==> src/hdl/lsc_div_cell.sv <==
// ----------------------------------------------------------------------------
// Divider cell
// One restoring division step for each of four lanes; hands the partial
// quotient, remainder and carried item to the next cell every cycle.
// ----------------------------------------------------------------------------
module lsc_div_cell #(
   parameter int MAG_BITS = 17,
   parameter int Q_BITS   = 17,
   parameter int PASS_BITS = 1
) (
   input  logic                  clock,
   input  logic                  reset,
   input  logic                  in_valid,
   input  logic [4*MAG_BITS-1:0] in_div,
   input  logic [4*(MAG_BITS+1)-1:0] in_rem,
   input  logic [4*Q_BITS-1:0]   in_quo,
   input  logic [PASS_BITS-1:0]  in_pass,
   output logic                  out_valid,
   output logic [4*MAG_BITS-1:0] out_div,
   output logic [4*(MAG_BITS+1)-1:0] out_rem,
   output logic [4*Q_BITS-1:0]   out_quo,
   output logic [PASS_BITS-1:0]  out_pass
);
   logic                  valid_ff;
   logic [4*MAG_BITS-1:0] div_ff;
   logic [4*(MAG_BITS+1)-1:0] rem_ff, rem_in;
   logic [4*Q_BITS-1:0]   quo_ff, quo_in;
   logic [PASS_BITS-1:0]  pass_ff;

   // shift, compare and subtract in every lane
   always_comb begin
      logic [MAG_BITS+1:0] sh;
      logic [MAG_BITS+1:0] dv;
      for (int i = 0; i < 4; i++) begin
         sh = {in_rem[i*(MAG_BITS+1) +: MAG_BITS+1], 1'b0};
         dv = {2'b00, in_div[i*MAG_BITS +: MAG_BITS]};
         if (sh >= dv) begin
            rem_in[i*(MAG_BITS+1) +: MAG_BITS+1] = (MAG_BITS+1)'(sh - dv);
            quo_in[i*Q_BITS +: Q_BITS] = {in_quo[i*Q_BITS +: Q_BITS-1], 1'b1};
         end else begin
            rem_in[i*(MAG_BITS+1) +: MAG_BITS+1] = sh[MAG_BITS:0];
            quo_in[i*Q_BITS +: Q_BITS] = {in_quo[i*Q_BITS +: Q_BITS-1], 1'b0};
         end
      end
   end

   always_ff @(posedge clock) begin
      if (reset) begin
         valid_ff <= 1'b0;
      end else begin
         valid_ff <= in_valid;
      end
      div_ff  <= in_div;
      rem_ff  <= rem_in;
      quo_ff  <= quo_in;
      pass_ff <= in_pass;
   end

   assign out_valid = valid_ff;
   assign out_div   = div_ff;
   assign out_rem   = rem_ff;
   assign out_quo   = quo_ff;
   assign out_pass  = pass_ff;
endmodule

==> config.mk <==
export PLATFORM = sky130hd
export DESIGN_NAME = lsc_div_cell
export DESIGN_NICKNAME = d
export VERILOG_FILES = /design/src/hdl/lsc_div_cell.sv
export SDC_FILE = /design/constraint.sdc
export NUM_CORES = 1
export LEC_CHECK = 0
export BUFFER_PORTS_ARGS = -buffer_cell sky130_fd_sc_hd__buf_4
export CORE_AREA = 4 4 164 166
export DETAILED_ROUTE_END_ITERATION = 10
export DIE_AREA = 0 0 168 170
export HOLD_SLACK_MARGIN = 0.15
export PLACE_DENSITY_LB_ADDON = 0.2
export SYNTH_ARGS = -nofsm -noshare
export SYNTH_HDL_FRONTEND = slang
export SYNTH_SLANG_ARGS = --single-unit
export TNS_END_PERCENT = 1
==> constraint.sdc <==
create_clock -name clock -period 2.5 [get_ports clock]
set_input_delay 0 -clock clock [delete_from_list [all_inputs] [get_ports clock]]
set_output_delay 0 -clock clock [all_outputs]
set_load 0.02 [all_outputs]
==> implementation parameters, run 1 <==
Parameter                              Value

Synth
  Share of the synthesized area in the top cell type    49.0%
  Post-Syn Area    between 8000 and 9000 um^2
  Leading cell types by total area after synthesis    dfxtp_1, ha_1, inv_1
  Net count after synthesis    1118
  Mean post-synth cell area    10.3 um^2
  Post-Synthesis Cells    about 830
  Part of the Yosys area used for sequential elements    approximately 49%
  Proportion of synthesized flip-flops having asynchronous set or reset    0%
  Unique cell type count in the Yosys netlist    63
  Synthesis-stage register bit count    210
  Largest area contributor in the netlist    dfxtp_1
  Count of yosys warnings during synthesis    0
  Number of flops mapped to enable cells by yosys    0
  Top_reg_cell synth    dfxtp_1

Run status
  Error that ended the run    [ERROR RSZ-0060] Max buffer count reached.
  Stage at which the flow ended    clock tree synthesis (4_1_cts)
  Run status    stopped before the end

Clock network
  Buffers inserted during post-CTS setup optimization    0
  Clock buffer depth    3
  Cts hold-fix bufs    326
  Clock sink count    210
  Number of H-tree levels    1
  Root Buffer    clkbuf_16
  Total CTS buffers    24
  CTS resizes    0

Floorplanning
  Total number of placement rows    59
  Initial standard-cell utilization of the core    around a third
  Height of the die    170 um
  # IOs    around 420
  DIE WIDTH    approximately 170 um

Place
  Half-perimeter wire length after placement    20900 um
  Routability cong.    ~0.84
  Instance count after placement with tap cells included    around 1600
  Number of buffers added on ports    417
[synthesized netlist by cell type (5+ instances only)]
cell type and count:
a211oi_1 7, a21o_1 17, a21oi_1 59, a31oi_1 7, and2_1 7, and3_1 6, buf_2 5, clkbuf_1 7
dfxtp_1 210, ha_1 68, inv_1 80, mux2_2 18, mux2_4 15, nand2_1 41, nand2b_1 9, nand3_1 14
nand4_1 11, nor2_1 47, nor2b_1 9, nor3_1 9, nor4_1 5, o211ai_1 8, o21a_1 10, o21ai_0 46
o31ai_1 6, xnor2_1 31, xor2_1 21
[cell families after synthesis]
logic type	synth area share, %
flops	49.0
mux	5.62
simple gates	9.69
fa+ha+maj	10.9
buf+inv	4.83
compound gates	14.7
xor+xnor	5.31
[through the flow]
| stage | cell area, um^2 | setup WS (ps) | hold slack, ps |
|---|---|---|---|
| global placement | 12100 | 265 | 104 |
| floorplan | 8580 | 425 | 27.7 |
| detailed placement | 12100 | 225 | 105 |
==> inputs of run 2 (changes only) <==
Settings changed: CORE_AREA 4 4 164 166 to not set, CORE_MARGIN set to 4, CORE_UTILIZATION set to 35, DIE_AREA 0 0 168 170 to not set, HOLD_SLACK_MARGIN 0.15 to not set, PLACE_DENSITY_LB_ADDON 0.2 to 0.15.
==> run 2 against run 1 <==
Effect of this change:
- the flow now finishes without violations
- area after synthesis did not move
- synthesized cell count unchanged
==> implementation parameters, run 2 <==
Parameter                              Value

Place
  Number of buffers added on ports    417 (unchanged)
  Routability cong.    0.849 (+0.94%)
  Half-perimeter wire length after placement    20800 um (-0.69%)
  DP Worst Slack    186 ps (-38.6 ps)
  Instance count after placement with tap cells included    1573 (-0.63%)
  Post-DP Area    12100 um^2 (-0.15%)

Synth
  Post-Syn Area    8580 um^2 (unchanged)
  Most frequent cells after synthesis    dfxtp_1, inv_1, ha_1
  Net count after synthesis    1118 (unchanged)
  Synthesis-stage register bit count    210 (unchanged)
  Proportion of synthesized flip-flops having asynchronous set or reset    0% (unchanged)
  Post-synthesis xor/xnor area fraction    5.31% (unchanged)
  Adder-cell area share of the yosys netlist    10.9% (unchanged)
  Most repeated cell in the gate-level netlist after synthesis    dfxtp_1
  Leading cell types by total area after synthesis    dfxtp_1, ha_1, inv_1
  Basic-gate share of the synthesized area counting and, or, nand and nor cells    9.68% (unchanged)
  Mean post-synth cell area    10.3 um^2 (unchanged)
  Share of the synthesized area in the top cell type    49.0% (unchanged)
  Multiplexer area fraction after synthesis    5.62% (unchanged)
  Part of the Yosys area used for sequential elements    49.0% (unchanged)
  Largest area contributor in the netlist    dfxtp_1
  Top_reg_cell synth    dfxtp_1
  Main combinational cell family by area after synthesis    compound AO/OA/AOI/OAI gates
  Unique cell type count in the Yosys netlist    63 (unchanged)
  Number of flops mapped to enable cells by yosys    0 (unchanged)
  Post-synthesis compound-gate area fraction    14.7% (unchanged)
  Post-Synthesis Cells    834 (unchanged)
  Count of yosys warnings during synthesis    0 (unchanged)

Critical path
  Slowest cell on the critical path    dlygate4sd3_1
  Arrival time at the worst endpoint    2820 ps
  Kind of capture point of the worst setup path    flip-flop
  Worst Setup Path Type    primary input to flip-flop
  Maximum net fanout on the critical path    4
  Sort of element at the start of the critical path    primary input
  Crit path required time    around 2900 ps
  CP most frequent cell    dlygate4sd3_1
  CP max stage delay    between 500 and 600 ps
  Cell Chain, Critical Path    dlygate4sd3_1 -> buf_4 -> inv_1 -> ha_1 -> and3_4 -> a221oi_2 -> nand3_1 -> a21o_1 -> nand2b_1 -> o221a_2 -> dlygate4sd3_1

STA
  Setup violations, final    0
  Fraction of the cycle the final worst path needs    between 90% and 100%
  Final-report max-slew violation count    0
  Final hold slack    roughly 37 ps
  Fin crit period    between 2000 and 2500 ps
  Least-Margin Pin Slew    between 400 and 500 ps
  Relative max-transition margin    66.9%
  Worst Setup Slack, final    64.0 ps
  RSZ-0062 raised after global routing    true
  Highest clock frequency the design can meet    between 400 and 500 MHz
  Final hold violation count    0

Floorplanning
  Height of the die    165 um (-3.2%)
  DIE WIDTH    165 um (-2.1%)
  Core outline area    24200 um^2
  Total number of placement rows    57 (-3.4%)
  # IOs    422 (unchanged)
  Die area    around 27000 um^2
  Initial standard-cell utilization of the core    35.4% (+1.9 points)

Pwr
  Peak supply drop    0.568 mV
  Switching Power    ~0.0028 W
  Cell-internal power    0.00696 W
  Part of the power in the clock network    around a third
  Comb power frac    roughly 29%
  Power density of the placed cells    approximately 650 nW/um^2
  Static leakage    7.17 nW
  Relative contribution of sequential cells to total power    about two fifths
  Net Sw Frac    28.6%

GRT
  Antenna violations before repair    0
  GR Overflow Total    0
  Gr busiest metal    met2
  Global-route met1 utilization    ~22%
  Vias in the first global route    approximately 8600
  Met3 capacity usage during global routing    5.74%
  Met2 capacity usage during global routing    a little over a third
  Largest net degree at the start of global routing    24
  Total global routing track utilization    19.5%
  First-pass GRT wire length    between 40000 and 50000 um

Cells and area
  Most common library cell in the layout ignoring fill and taps    buf_4
  Area growth syn-to-layout    73.6%
  Most frequent cells in the layout    buf_4, dfxtp_1, dlygate4sd3_1
  Number of flip-flops under the largest register name    72
  Share of final-layout standard cells stronger than drive strength 1    roughly 34%
  Post-route cell area    around 15000 um^2
  NumNets Final    ~1800
  Antenna Diode Count    0
  Number of standard cells in the layout, taps in and fillers out    1818

Worst hold path
  Worst hold path type    primary input to flip-flop
  Cells on Worst Hold Path    6

Clock network
  TritonCTS clock tree    built
  Clock buffer depth    3 (unchanged)
  Root Buffer    clkbuf_16
  Number of H-tree levels    1 (unchanged)
  Clock-pin slew on the worst setup and hold paths    about 60 ps
  Clock sink count    210 (unchanged)
  Total CTS buffers    23 (-4.2%)

Drt
  Remaining antenna violation count    0
  Post-route DRC violation count    0
  Drt first pass iters    4
  Total number of vias    slightly above 8000
  Count of routing violations after the opening detailed-route iteration    ~260
  Detailed Route WL    between 20000 and 30000 um
  Routed wire length per instance    approximately 16 um
  Average via count per standard cell    ~4.5

Run status
  Run status    completed

Flow run
  Max Cap Violations    0
## run 2: cell counts after synthesis
No cell type changed its count.
## run 2: stage by stage
stage	setup TNS, ps	total power, W	utilization (%)
2_1_floorplan	0	0.00532	-
3_3_place_gp	0	0.00643	49.9
3_5_place_dp	0	0.00644	49.9
4_1_cts	0	0.00984	61.2
5_1_grt	-44.8	0.0102	61.4
6_report	0	0.00974	61.4
## run 2: path summary, 6_finish.rpt
path,from,end,slack (ps)
worst max-delay path,in_div[7],out_rem[15]$_DFF_P_,60
worst min-delay path,in_rem[71],out_rem[54]$_SDFF_PN0_,40
## run 2: per-layer routing
metal,share of wire [%],wire length [um],up-vias
met5,0,0,-
met4,3.0,857,0
met3,8.6,2440,49
met2,50,14000,299
met1,39,11000,3719
li1,-,-,4192
## run 2: final cells by class
| class | instances | area [um^2] |
|---|---|---|
| repair buffers | 642 | 5350 |
| well taps | 324 | 405 |
| multi-input cells | 528 | 3970 |
| fillers | 2006 | 9360 |
| flip-flops and latches | 210 | 4200 |
| clock buffers | 32 | 619 |
| clock inverters | 2 | 38.8 |
| inverters | 80 | 300 |
## run 2: logic make-up after synthesis
kind of cell             count (synthesis)
AO/OA/AOI/OAI                          197
XOR/XNOR                                52
adder cells (fa/ha/maj)                 72
buffers and inverters                   96
flip-flops                             210
multiplexers                            38
AND/OR/NAND/NOR                        169
## run 2: repair_timing
| action | CTS | global route |
|---|---|---|
| endpoints found under the hold margin | 206 | 0 |
| buffers inserted | 0 | 3 |
| hold buffers | 208 | 0 |
| gates resized for setup | 0 | 1 |
| setup endpoints to repair | 0 | 9 |
## run 2: power groups by stage
| stage | clock network (W) | logic [W] | registers [W] |
|---|---|---|---|
| after floorplan | 0 | 0.000967 | 0.00435 |
| after global placement | 0 | 0.00254 | 0.00388 |
| after detailed placement | 0 | 0.00255 | 0.00389 |
| after CTS | 0.00318 | 0.00284 | 0.00382 |
| after global routing | 0.00330 | 0.00307 | 0.00386 |
| final | 0.00307 | 0.00284 | 0.00382 |
## run 2: critical path, delay by kind of cell
kind / cells / cell delay [ps]
compound gates: 3 / 750
fa+ha+maj: 1 / 350
buf+inv: 4 / 1220
simple gates: 3 / 480
No activity file was read; power rests on OpenSTA's default activity.
