### src/hdl/lsc_adv_unit.sv
// ----------------------------------------------------------------------------
// Endpoint advance unit
// Computes trunc(a + t*d) for one coordinate in two registered stages; gives in_keep when in_use is low.
// ----------------------------------------------------------------------------
module lsc_adv_unit #(
   parameter int COORD_BITS = 16,
   parameter int FRAC_BITS  = 16
) (
   input  logic                         clock,
   input  logic signed [COORD_BITS-1:0] in_a,
   input  logic signed [COORD_BITS:0]   in_d,
   input  logic [FRAC_BITS:0]           in_t,
   input  logic                         in_use,
   input  logic signed [COORD_BITS-1:0] in_keep,
   output logic signed [COORD_BITS-1:0] out_res
);
   localparam int MB = COORD_BITS + 1;
   localparam int PB = MB + FRAC_BITS + 1;

   logic [PB-1:0]               prod_ff, prod_in;
   logic signed [COORD_BITS-1:0] a_ff, keep_ff, res_ff, res_in;
   logic                        neg_ff, use_ff;

   // multiply the direction magnitude by t
   always_comb begin
      logic [MB-1:0] da;
      da = in_d[COORD_BITS] ? MB'(-in_d) : MB'(in_d);
      prod_in = PB'(da) * PB'(in_t);
   end

   // add integer part and truncate toward zero
   always_comb begin
      logic signed [PB+1:0] ip, lo, hi, ax;
      logic frac;
      ip   = (PB+2)'(prod_ff >> FRAC_BITS);
      frac = prod_ff[FRAC_BITS-1:0] != '0;
      ax   = (PB+2)'(a_ff);
      if (!neg_ff) begin
         lo = ax + ip;
         hi = lo + 1;
      end else begin
         hi = ax - ip;
         lo = hi - 1;
      end
      if (!frac) res_in = neg_ff ? COORD_BITS'(hi) : COORD_BITS'(lo);
      else       res_in = (lo >= 0) ? COORD_BITS'(lo) : COORD_BITS'(hi);
      if (!use_ff) res_in = keep_ff;
   end

   always_ff @(posedge clock) begin
      prod_ff <= prod_in;
      a_ff    <= in_a;
      neg_ff  <= in_d[COORD_BITS];
      use_ff  <= in_use;
      keep_ff <= in_keep;
      res_ff  <= res_in;
   end

   assign out_res = res_ff;
endmodule

### config.mk
export PLATFORM = sky130hd
export DESIGN_NAME = lsc_adv_unit
export DESIGN_NICKNAME = d
export VERILOG_FILES = /design/src/hdl/lsc_adv_unit.sv
export SDC_FILE = /design/constraint.sdc
export NUM_CORES = 1
export LEC_CHECK = 0
export BUFFER_PORTS_ARGS = -buffer_cell sky130_fd_sc_hd__buf_4
export CAP_MARGIN = 10
export CORE_MARGIN = 5
export CORE_UTILIZATION = 30
export CTS_CLUSTER_DIAMETER = 80
export DETAILED_ROUTE_END_ITERATION = 7
export PLACE_DENSITY = 0.46
export SLEW_MARGIN = 5
export SYNTH_ARGS = -nofsm -noshare
export SYNTH_HDL_FRONTEND = slang
export SYNTH_SLANG_ARGS = --single-unit
### constraint.sdc
create_clock -name clock -period 8.7 [get_ports clock]
set_input_delay 0.87 -clock clock [delete_from_list [all_inputs] [get_ports clock]]
set_output_delay 0.87 -clock clock [all_outputs]
set_load 0.02 [all_outputs]
==> impl_metrics.json, run 1 <==
{
  "crit_fanout": 11,
  "maxCapViolations": 0,
  "crit_start": "in_d[1]",
  "layout-drive-gt1-share_pct": 8.56,
  "tightestPinTransition_ns": 1.20,
  "synth-compound-area-share_pct": 8.98,
  "die_area_um2": 52600,
  "whs_path_depth": 1,
  "htreeDepth": 3,
  "status": "completed",
  "viasPerCell": 4.64,
  "clock-root-buffer": "clkbuf_16",
  "crit_arrival_ns": 8.37,
  "io_pins": 84,
  "synth-warning-count": 0,
  "num_vias": 10800,
  "initial_utilization_pct": 30.3,
  "synth-async-reset-ratio_pct": 0,
  "layout.nets": 2143,
  "wl_per_cell_um": 16.1,
  "final-max-slew-violation-count": 0,
  "whs_endpoint": "out_res[14]",
  "rr_worst_depth": 14,
  "fin_crit_ns": 8.09,
  "synthSimpleGateAreaFrac_pct": 18.3,
  "crit_path_frequent_cell": "fa_1",
  "rsz0062_at_grt": "no",
  "synthCells": 1647,
  "cts_tree": "built",
  "syn-num-nets": 2089,
  "ys_types": 70,
  "drc": 0,
  "clk_latency_ns": 0.35,
  "slowest_stage": "fa_1",
  "clock_skew_ns": 0.0118,
  "worst_r2r_endpoint": "out_res[14]",
  "cp-start-kind": "primary input",
  "die_h_um": 229,
  "ff2ff_setup_slack_ns": 3.95,
  "drtIter0Drc": 467,
  "antenna_found_initial": 1,
  "synth_top_cells_by_area": "fa_1 31%, ha_1 13%, dfxtp_1 12%",
  "clk_pin_slew_worst_paths_ns": 0.06,
  "io_buffers": 83,
  "fmax_mhz": 124,
  "cts_buffer_depth": 2,
  "yosysTopAreaCell": "fa_1",
  "tns_ns": 0,
  "synth-adder-area-share_pct": 44.2,
  "place_inst": 2305,
  "relSlewSlack_pct": 19.9,
  "wirelength_um": 37400,
  "syn_area_per_cell_um2": 8.76,
  "seq_area_frac_synth_pct": 11.7,
  "worst_ep_required_time_ns": 8.97,
  "worstReg2RegStart": "prod_ff[16]",
  "synth-seq-cells": 84,
  "criticalPathCategory": "primary input to register",
  "hold_viol": 0,
  "antenna_left": 0,
  "grt_max_degree": 20,
  "grt_use_total_pct": 14.6,
  "synth_edf_count": 0,
  "cpPeakStageDelay_ns": 0.53,
  "hp-start": "keep_ff[14]",
  "final_cells": 2321,
  "fillCellCount": 5001,
  "grt_pass1_wl_um": 62800,
  "synth_top_family_by_area": "adder cells",
  "cts_num_sinks": 84,
  "netlist.area_leader.share_pct": 31.4,
  "endpoint_kind": "register",
  "synth_ff_type": "dfxtp_1",
  "gp_congestion": 0.844,
  "synth_area_um2": 14400,
  "dieWidth_um": 229,
  "rows": 80,
  "post-route-period-util_pct": 93.0,
  "first_pass_iters": 5,
  "synthMuxAreaShare_pct": 0.945,
  "design.core.area_um2": 47600,
  "hold_path.class": "register to register",
  "numCtsBuffers": 9,
  "overflow": 0,
  "dp_hpwl_um": 30700,
  "synth-xor-area-share_pct": 5.89,
  "setup_viol": 0,
  "area_growth_syn_to_layout_pct": 11.5,
  "grt_pass1_vias": 11600,
  "antenna_cells": 0
}
==> cell usage in the layout, fill, tap and decap left out, types with 4 or more instances in the layout <==
| cell type | synthesis | final |
|---|---|---|
| inv_1 | 321 | 321 |
| fa_1 | 226 | 226 |
| nand2_1 | 188 | 188 |
| and2_1 | 149 | 149 |
| ha_1 | 148 | 148 |
| buf_4 | 0 | 104 |
| dfxtp_1 | 84 | 84 |
| xnor2_1 | 70 | 65 |
| a21oi_1 | 46 | 46 |
| nor2_1 | 42 | 42 |
| o21ai_0 | 35 | 35 |
| xor2_1 | 27 | 27 |
| nand3_1 | 20 | 20 |
| nor3_1 | 18 | 18 |
| nor2b_1 | 13 | 13 |
| a211oi_1 | 13 | 13 |
| or3_1 | 12 | 12 |
| nand2b_1 | 11 | 11 |
| nor4_1 | 11 | 11 |
| o21a_1 | 11 | 11 |
| o21bai_1 | 11 | 11 |
| a21o_1 | 11 | 11 |
| clkbuf_16 | 0 | 9 |
| and3_1 | 8 | 8 |
| a31oi_1 | 8 | 8 |
| mux2i_1 | 8 | 8 |
| o31ai_1 | 7 | 7 |
| nand4_1 | 6 | 6 |
| o41ai_1 | 5 | 5 |
| xnor2_2 | 0 | 5 |
| o221ai_1 | 5 | 5 |
| nand3b_1 | 4 | 4 |
| a221oi_1 | 4 | 4 |
| a211o_1 | 4 | 4 |
| o211ai_1 | 4 | 4 |
| nand4b_1 | 4 | 4 |
==> synthesized netlist by cell type, drive strengths merged (5+ instances only) <==
cell,number
a211oi,14
a21o,11
a21oi,46
a31oi,8
and2,149
and3,8
buf,7
clkbuf,54
dfxtp,84
fa,226
ha,148
inv,321
mux2i,8
nand2,190
nand2b,11
nand3,21
nand3b,5
nand4,6
nor2,42
nor2b,13
nor3,19
nor4,12
o21a,11
o21ai,37
o21bai,11
o221ai,5
o31ai,8
o41ai,5
or3,13
xnor2,70
xor2,27
==> worst max-delay path: cells and delay by family <==
| family | cells | cell delay [ns] |
|---|---|---|
| adder cells (fa/ha/maj) | 8 | 3.48 |
| AND/OR/NAND/NOR | 9 | 1.93 |
| AO/OA/AOI/OAI | 7 | 1.28 |
| XOR/XNOR | 2 | 0.40 |
| buffers and inverters | 6 | 0.38 |
==> how the worst max path moves through the flow <==
stage,end,cells past startpoint
CTS,prod_ff[32],31
finish,prod_ff[33],32
floorplan,prod_ff[32],29
global placement,prod_ff[32],31
global route,prod_ff[32],29
detailed placement,prod_ff[32],31
==> metal layers <==
metal	track usage (%)	vias to the layer above	routed length, um
met1	21.4	5291	19200
li1	-	5262	-
met4	2.76	0	478
met3	1.37	29	1090
met2	23.6	178	16700
met5	0	-	0
==> sequential cells by signal, summed over array words and instances (netlist names) <==
name / flops
prod_ff: 34
keep_ff: 16
use_ff: 1
a_ff: 16
out_res: 16
neg_ff: 1
==> cell families after synthesis <==
group	count (synthesis)
AND/OR/NAND/NOR	509
AO/OA/AOI/OAI	189
multiplexers	12
adder cells (fa/ha/maj)	374
XOR/XNOR	97
flip-flops	84
buffers and inverters	382
==> per-stage QoR <==
step	hold slack [ns]	cell area, um2	worst slack (ns)	util (%)
finish	0.444	16100	0.607	33.7
global route	0.462	16100	0.00751	33.7
CTS	0.447	16100	0.521	33.7
detailed placement	0.423	15800	0.144	33.1
global placement	0.445	15800	0.257	33.1
floorplan	0.412	14400	0.585	-
==> timing repair <==
action | in CTS | in global routing
setup buffers | 0 | 0
endpoints found under the hold margin | 0 | 0
endpoints found under the setup margin | 0 | 1
hold buffers | 0 | 0
resized for setup | 0 | 1
==> final cells by class <==
| cell class | instances | area [um2] | area share, % |
|---|---|---|---|
| clock buffer | 11 | 243 | 1.51 |
| clock inverter | 5 | 61.3 | 0.381 |
| inverter | 321 | 1200 | 7.49 |
| multi-input combinational | 1181 | 11300 | 70.5 |
| sequential | 84 | 1680 | 10.5 |
| tap | 615 | 769 | 4.79 |
| timing repair buffer | 104 | 781 | 4.86 |
Power of run 1 is left out: the tool's default activity adds up to more than one toggle a clock period on the data nets, which glitch-free logic cannot reach.
==> run 2: changes to the inputs <==
--- a/config.mk
+++ b/config.mk
@@ -6,4 +6,5 @@
 export NUM_CORES = 1
 export LEC_CHECK = 0
+export ABC_AREA = 1
 export BUFFER_PORTS_ARGS = -buffer_cell sky130_fd_sc_hd__buf_4
 export CAP_MARGIN = 10
==> constraint.sdc (replaced) <==
create_clock -name clock -period 8.7 [get_ports clock]
set_input_delay 0.435 -clock clock [delete_from_list [all_inputs] [get_ports clock]]
set_output_delay 0.435 -clock clock [all_outputs]
set_load 0.02 [all_outputs]
==> run 2 against run 1 <==
Compared with the run above:
- flip-flop and latch count stayed put
- clock skew is 0.0063 ns lower
- area after synthesis is 8.9% higher
- via count is 27% higher
- largest cell class unchanged
- synthesized cell count is 35% higher
- first-iteration DRC count is 46% higher
==> impl_metrics.json, run 2 <==
{
  "top_register": "prod_ff",
  "synth-warning-count": 0,
  "die_h_um": 239,
  "wl_per_cell_um": 16.7,
  "grt_use_total_pct": 17.6,
  "numCtsBuffers": 9,
  "first_pass_iters": 6,
  "final_common_cell": "nand2_1",
  "clock-root-buffer": "clkbuf_16",
  "cts_tree": "built",
  "area_growth_syn_to_layout_pct": 10.1,
  "post-route-period-util_pct": 83.8,
  "overflow": 0,
  "io_buffers": 83,
  "cts_num_sinks": 84,
  "dp_hpwl_um": 42300,
  "design.core.area_um2": 51600,
  "drc": 0,
  "maxCapViolations": 0,
  "tightestPinTransition_ns": 0.921,
  "slowest_stage": "o41ai_1",
  "worst_ep_required_time_ns": 8.98,
  "gp_congestion": 0.906,
  "synth_most_common_cell": "nand2_1",
  "ys_types": 52,
  "status": "completed",
  "hold_buffers": 0,
  "grt_max_degree": 38,
  "fmax_mhz": 137,
  "antenna_left": 0,
  "yosysTopAreaCell": "fa_1",
  "drtIter0Drc": 682,
  "synth_edf_count": 0,
  "initial_utilization_pct": 30.4,
  "netlist.area_leader.share_pct": 28.8,
  "fillCellCount": 5612,
  "layout.nets": 2717,
  "rows": 83,
  "wirelength_um": 49400,
  "hold_viol": 0,
  "cts_buffer_depth": 2,
  "clk_latency_ns": 0.36,
  "largest_reg_flops": 34,
  "cpPeakStageDelay_ns": 0.76,
  "dieWidth_um": 239,
  "synth-async-reset-ratio_pct": 0,
  "crit_arrival_ns": 7.56,
  "cp-start-kind": "primary input",
  "hold_path.class": "primary input to register",
  "endpoint_kind": "register",
  "final-max-slew-violation-count": 0,
  "die_area_um2": 57100,
  "layout_common_cells": "532 x nand2_1, 486 x inv_1, 269 x nor2_1",
  "io_pins": 84,
  "synth_ff_type": "dfxtp_1",
  "postCtsSetupBuffers": 0,
  "fin_crit_ns": 7.29,
  "syn-num-nets": 2664,
  "htreeDepth": 3,
  "viasPerCell": 4.60,
  "rsz0062_at_grt": "no",
  "antenna_found_initial": 0,
  "synth_top_cells_by_area": "fa_1 29%, nand2_1 13%, ha_1 12%",
  "relSlewSlack_pct": 37.8,
  "criticalPathCategory": "primary input to register",
  "grt_pass1_vias": 14600,
  "crit_path_frequent_cell": "inv_1",
  "tns_ns": 0,
  "layout-drive-gt1-share_pct": 7.85,
  "yosys-top-cells-count": "532 x nand2_1, 486 x inv_1, 269 x nor2_1",
  "syn_area_per_cell_um2": 7.07,
  "seq_area_frac_synth_pct": 10.7,
  "antenna_cells": 0,
  "synthCells": 2222,
  "clk_pin_slew_worst_paths_ns": 0.06,
  "clock_skew_ns": 0.00556,
  "setup_viol": 0,
  "synth-seq-cells": 84,
  "num_vias": 13600,
  "post_cts_resized": 0,
  "crit_fanout": 20,
  "grt_pass1_wl_um": 79500,
  "synth_area_um2": 15700
}
==> run 2: cells by family after synthesis <==
group / synth area share (%)
AND/OR/NAND/NOR: 26.7
buffers and inverters: 13.9
adder cells (fa/ha/maj): 40.6
AO/OA/AOI/OAI: 5.89
flip-flops: 10.7
XOR/XNOR: 2.12
multiplexers: 0.0637
==> run 2: per-stage QoR <==
step | hold slack (ns) | std cells | setup WS, ns | util [%] | cell area (um2)
5_1_grt | 0.152 | 2960 | 0.992 | 33.5 | 17300
2_1_floorplan | 0.403 | 2222 | 1.69 | - | 15700
4_1_cts | 0.145 | 2960 | 1.42 | 33.5 | 17300
3_5_place_dp | 0.415 | 2944 | 1.02 | 33.0 | 17000
6_report | 0.170 | 2960 | 1.41 | 33.5 | 17300
3_3_place_gp | 0.418 | 2944 | 0.998 | 33.0 | 17000
==> run 2: worst paths after layout <==
path / depth (start not counted) / from / endpoint / slack (ns)
max: 28 / in_d[0] / prod_ff[29] / 1.41
min: 1 / in_keep[3] / keep_ff[3] / 0.17
max reg2reg: 18 / a_ff[0] / out_res[3] / 5.29
min reg2reg: 2 / keep_ff[0] / out_res[0] / 0.43
==> run 2: cell type report <==
type | instances | area, um2 | area share [%]
Timing Repair Buffer | 98 | 736 | 4.25
Inverter | 507 | 1900 | 11.0
Tap cell | 680 | 851 | 4.92
Clock inverter | 6 | 47.5 | 0.275
Clock buffer | 10 | 239 | 1.38
Sequential cell | 84 | 1680 | 9.72
Multi-Input combinational cell | 1575 | 11800 | 68.5
==> run 2: worst max-delay path, delay by kind of cell <==
family                     cells  cell delay [ns]
and+or+nand+nor                8             1.25
adders and majority gates      8             3.50
buffers and inverters          8             1.03
xor gates and xnor gates       2             0.36
AOI/OAI and AO/OA              2             0.97
==> run 2: routing by layer <==
layer	vias to the layer above	wire length (um)	global-route usage, %
li1	6774	-	-
met1	6445	22100	22.6
met2	318	23800	31.1
met3	77	1910	1.45
met4	0	1620	6.21
met5	-	0	0
Power of run 2 is left out for the same reason.
==> run 3: changes to the inputs <==
clock period = 6.2 ns   (was 8.7 ns; I/O delays follow)
==> run 3 against run 2 <==
Compared with the run above:
- via count increased by 5.2%
- first-iteration DRC count increased by 3.7%
- non-clock buffer count increased by 185
- final cell count increased by 6.3%
- clock skew increased by 0.0093 ns
- core utilization increased by 4.0 points
- cell area increased by 12%
- register-to-register slack got worse by 2.4 ns
- sequential share of layout area decreased by 1.0 points
- clock-buffer cell count decreased by 1
- critical endpoint unchanged
==> impl_metrics.json, run 3 (synthesis results as in run 2) <==
{
  "slowest_stage": "fa_1",
  "initial_utilization_pct": 30.4,
  "dp_hpwl_um": 42800,
  "wl_per_cell_um": 15.7,
  "num_vias": 14300,
  "tightestPinTransition_ns": 0.771,
  "hold_viol": 0,
  "rows": 83,
  "whs_endpoint": "keep_ff[10]",
  "gp_congestion": 0.905,
  "grt_max_degree": 38,
  "criticalPathCategory": "primary input to register",
  "hp-start": "in_keep[10]",
  "clk_latency_ns": 0.38,
  "ff2ff_setup_slack_ns": 2.87,
  "largest_reg_flops": 34,
  "maxCapViolations": 0,
  "dieWidth_um": 239,
  "worst_slack_ns": 0.238,
  "drc": 0,
  "overflow": 0,
  "cp-start-kind": "primary input",
  "worst_ep_required_time_ns": 6.47,
  "placed_area_um2": 18500,
  "cpPeakStageDelay_ns": 0.57,
  "viasPerCell": 4.55,
  "first_pass_iters": 5,
  "htreeDepth": 3,
  "hold_path.class": "primary input to register",
  "wirelength_um": 49400,
  "layout_common_cells": "516 x nand2_1, 473 x inv_1, 274 x buf_4",
  "tns_ns": 0,
  "die_h_um": 239,
  "grt_pass1_wl_um": 79800,
  "status": "completed",
  "die_area_um2": 57100,
  "setup_viol": 0,
  "worst_r2r_endpoint": "out_res[1]",
  "crit_arrival_ns": 6.23,
  "rsz0062_at_grt": "yes",
  "area_growth_syn_to_layout_pct": 23.3,
  "cts_buffer_depth": 2,
  "final_common_cell": "nand2_1",
  "worstReg2RegStart": "a_ff[0]",
  "cts_num_sinks": 84,
  "io_buffers": 83,
  "crit_path_frequent_cell": "fa_1",
  "design.core.area_um2": 51600,
  "grt_pass1_vias": 15100,
  "finish.instance_area_um2": 19400,
  "rr_worst_depth": 19,
  "drtIter0Drc": 707,
  "cts_tree": "built",
  "whs_path_depth": 1,
  "whs_ns": 0.0323,
  "endpoint_kind": "register",
  "fillCellCount": 5485,
  "post-route-period-util_pct": 96.2,
  "hold_buffers": 0,
  "numCtsBuffers": 9,
  "fin_crit_ns": 5.96,
  "clk_pin_slew_worst_paths_ns": 0.07,
  "layout-drive-gt1-share_pct": 19.2,
  "layout.nets": 2902,
  "io_pins": 84,
  "grt_use_total_pct": 17.5,
  "relSlewSlack_pct": 48.5,
  "clock-root-buffer": "clkbuf_16",
  "antenna_cells": 0,
  "antenna_left": 0,
  "post-place-ws_ns": -0.431,
  "antenna_found_initial": 0,
  "top_register": "prod_ff",
  "crit_fanout": 5,
  "fmax_mhz": 168,
  "clock_skew_ns": 0.0149,
  "final-max-slew-violation-count": 0
}
==> run 3: layout make-up <==
type,count,area [um2],share of cell area (%)
tap,680,851,4.39
inverter,507,1910,9.86
clock inverter,7,98.8,0.510
clock buffer,9,225,1.16
timing repair buffer,283,2180,11.3
sequential,84,1680,8.68
multi-input combinational,1575,12400,64.1
==> run 3: worst max-delay path by stage <==
stage          slack [ns]     from     endpoint  cells past startpoint
2_1_floorplan       0.007  in_d[3]  prod_ff[29]                     27
3_3_place_gp        -0.43  in_d[3]  prod_ff[29]                     30
3_5_place_dp        -0.43  in_d[1]  prod_ff[27]                     32
4_1_cts             -0.01  in_d[1]  prod_ff[29]                     31
5_1_grt              -0.1  in_d[4]  prod_ff[33]                     31
6_report             0.24  in_d[4]  prod_ff[29]                     31
==> run 3: per-stage QoR <==
step           cells  util (%)
2_1_floorplan   2222         -
6_report        3145      37.5
4_1_cts         3131      36.5
5_1_grt         3145      37.5
3_5_place_dp    3114      35.9
3_3_place_gp    3114      35.9
==> run 3: what timing repair did <==
item,in CTS,in global routing
resized for setup,3,105
setup buffers,1,14
setup endpoints to repair,6,19
pin swaps,2,59
==> run 3: critical path, delay by kind of cell <==
| kind | cells | cell delay [ns] |
|---|---|---|
| AO/OA/AOI/OAI | 4 | 0.71 |
| AND/OR/NAND/NOR | 8 | 0.77 |
| XOR/XNOR | 2 | 0.32 |
| buffers and inverters | 10 | 0.88 |
| adder cells (fa/ha/maj) | 7 | 3.25 |
==> run 3: per-layer routing <==
metal	share of wire, %	up-vias	GRT usage [%]
li1	-	7135	-
met2	49	282	31.0
met4	2.0	0	4.42
met5	0	-	0
met3	4.0	48	1.82
met1	45	6857	23.0
Power of run 3 is left out for the same reason.
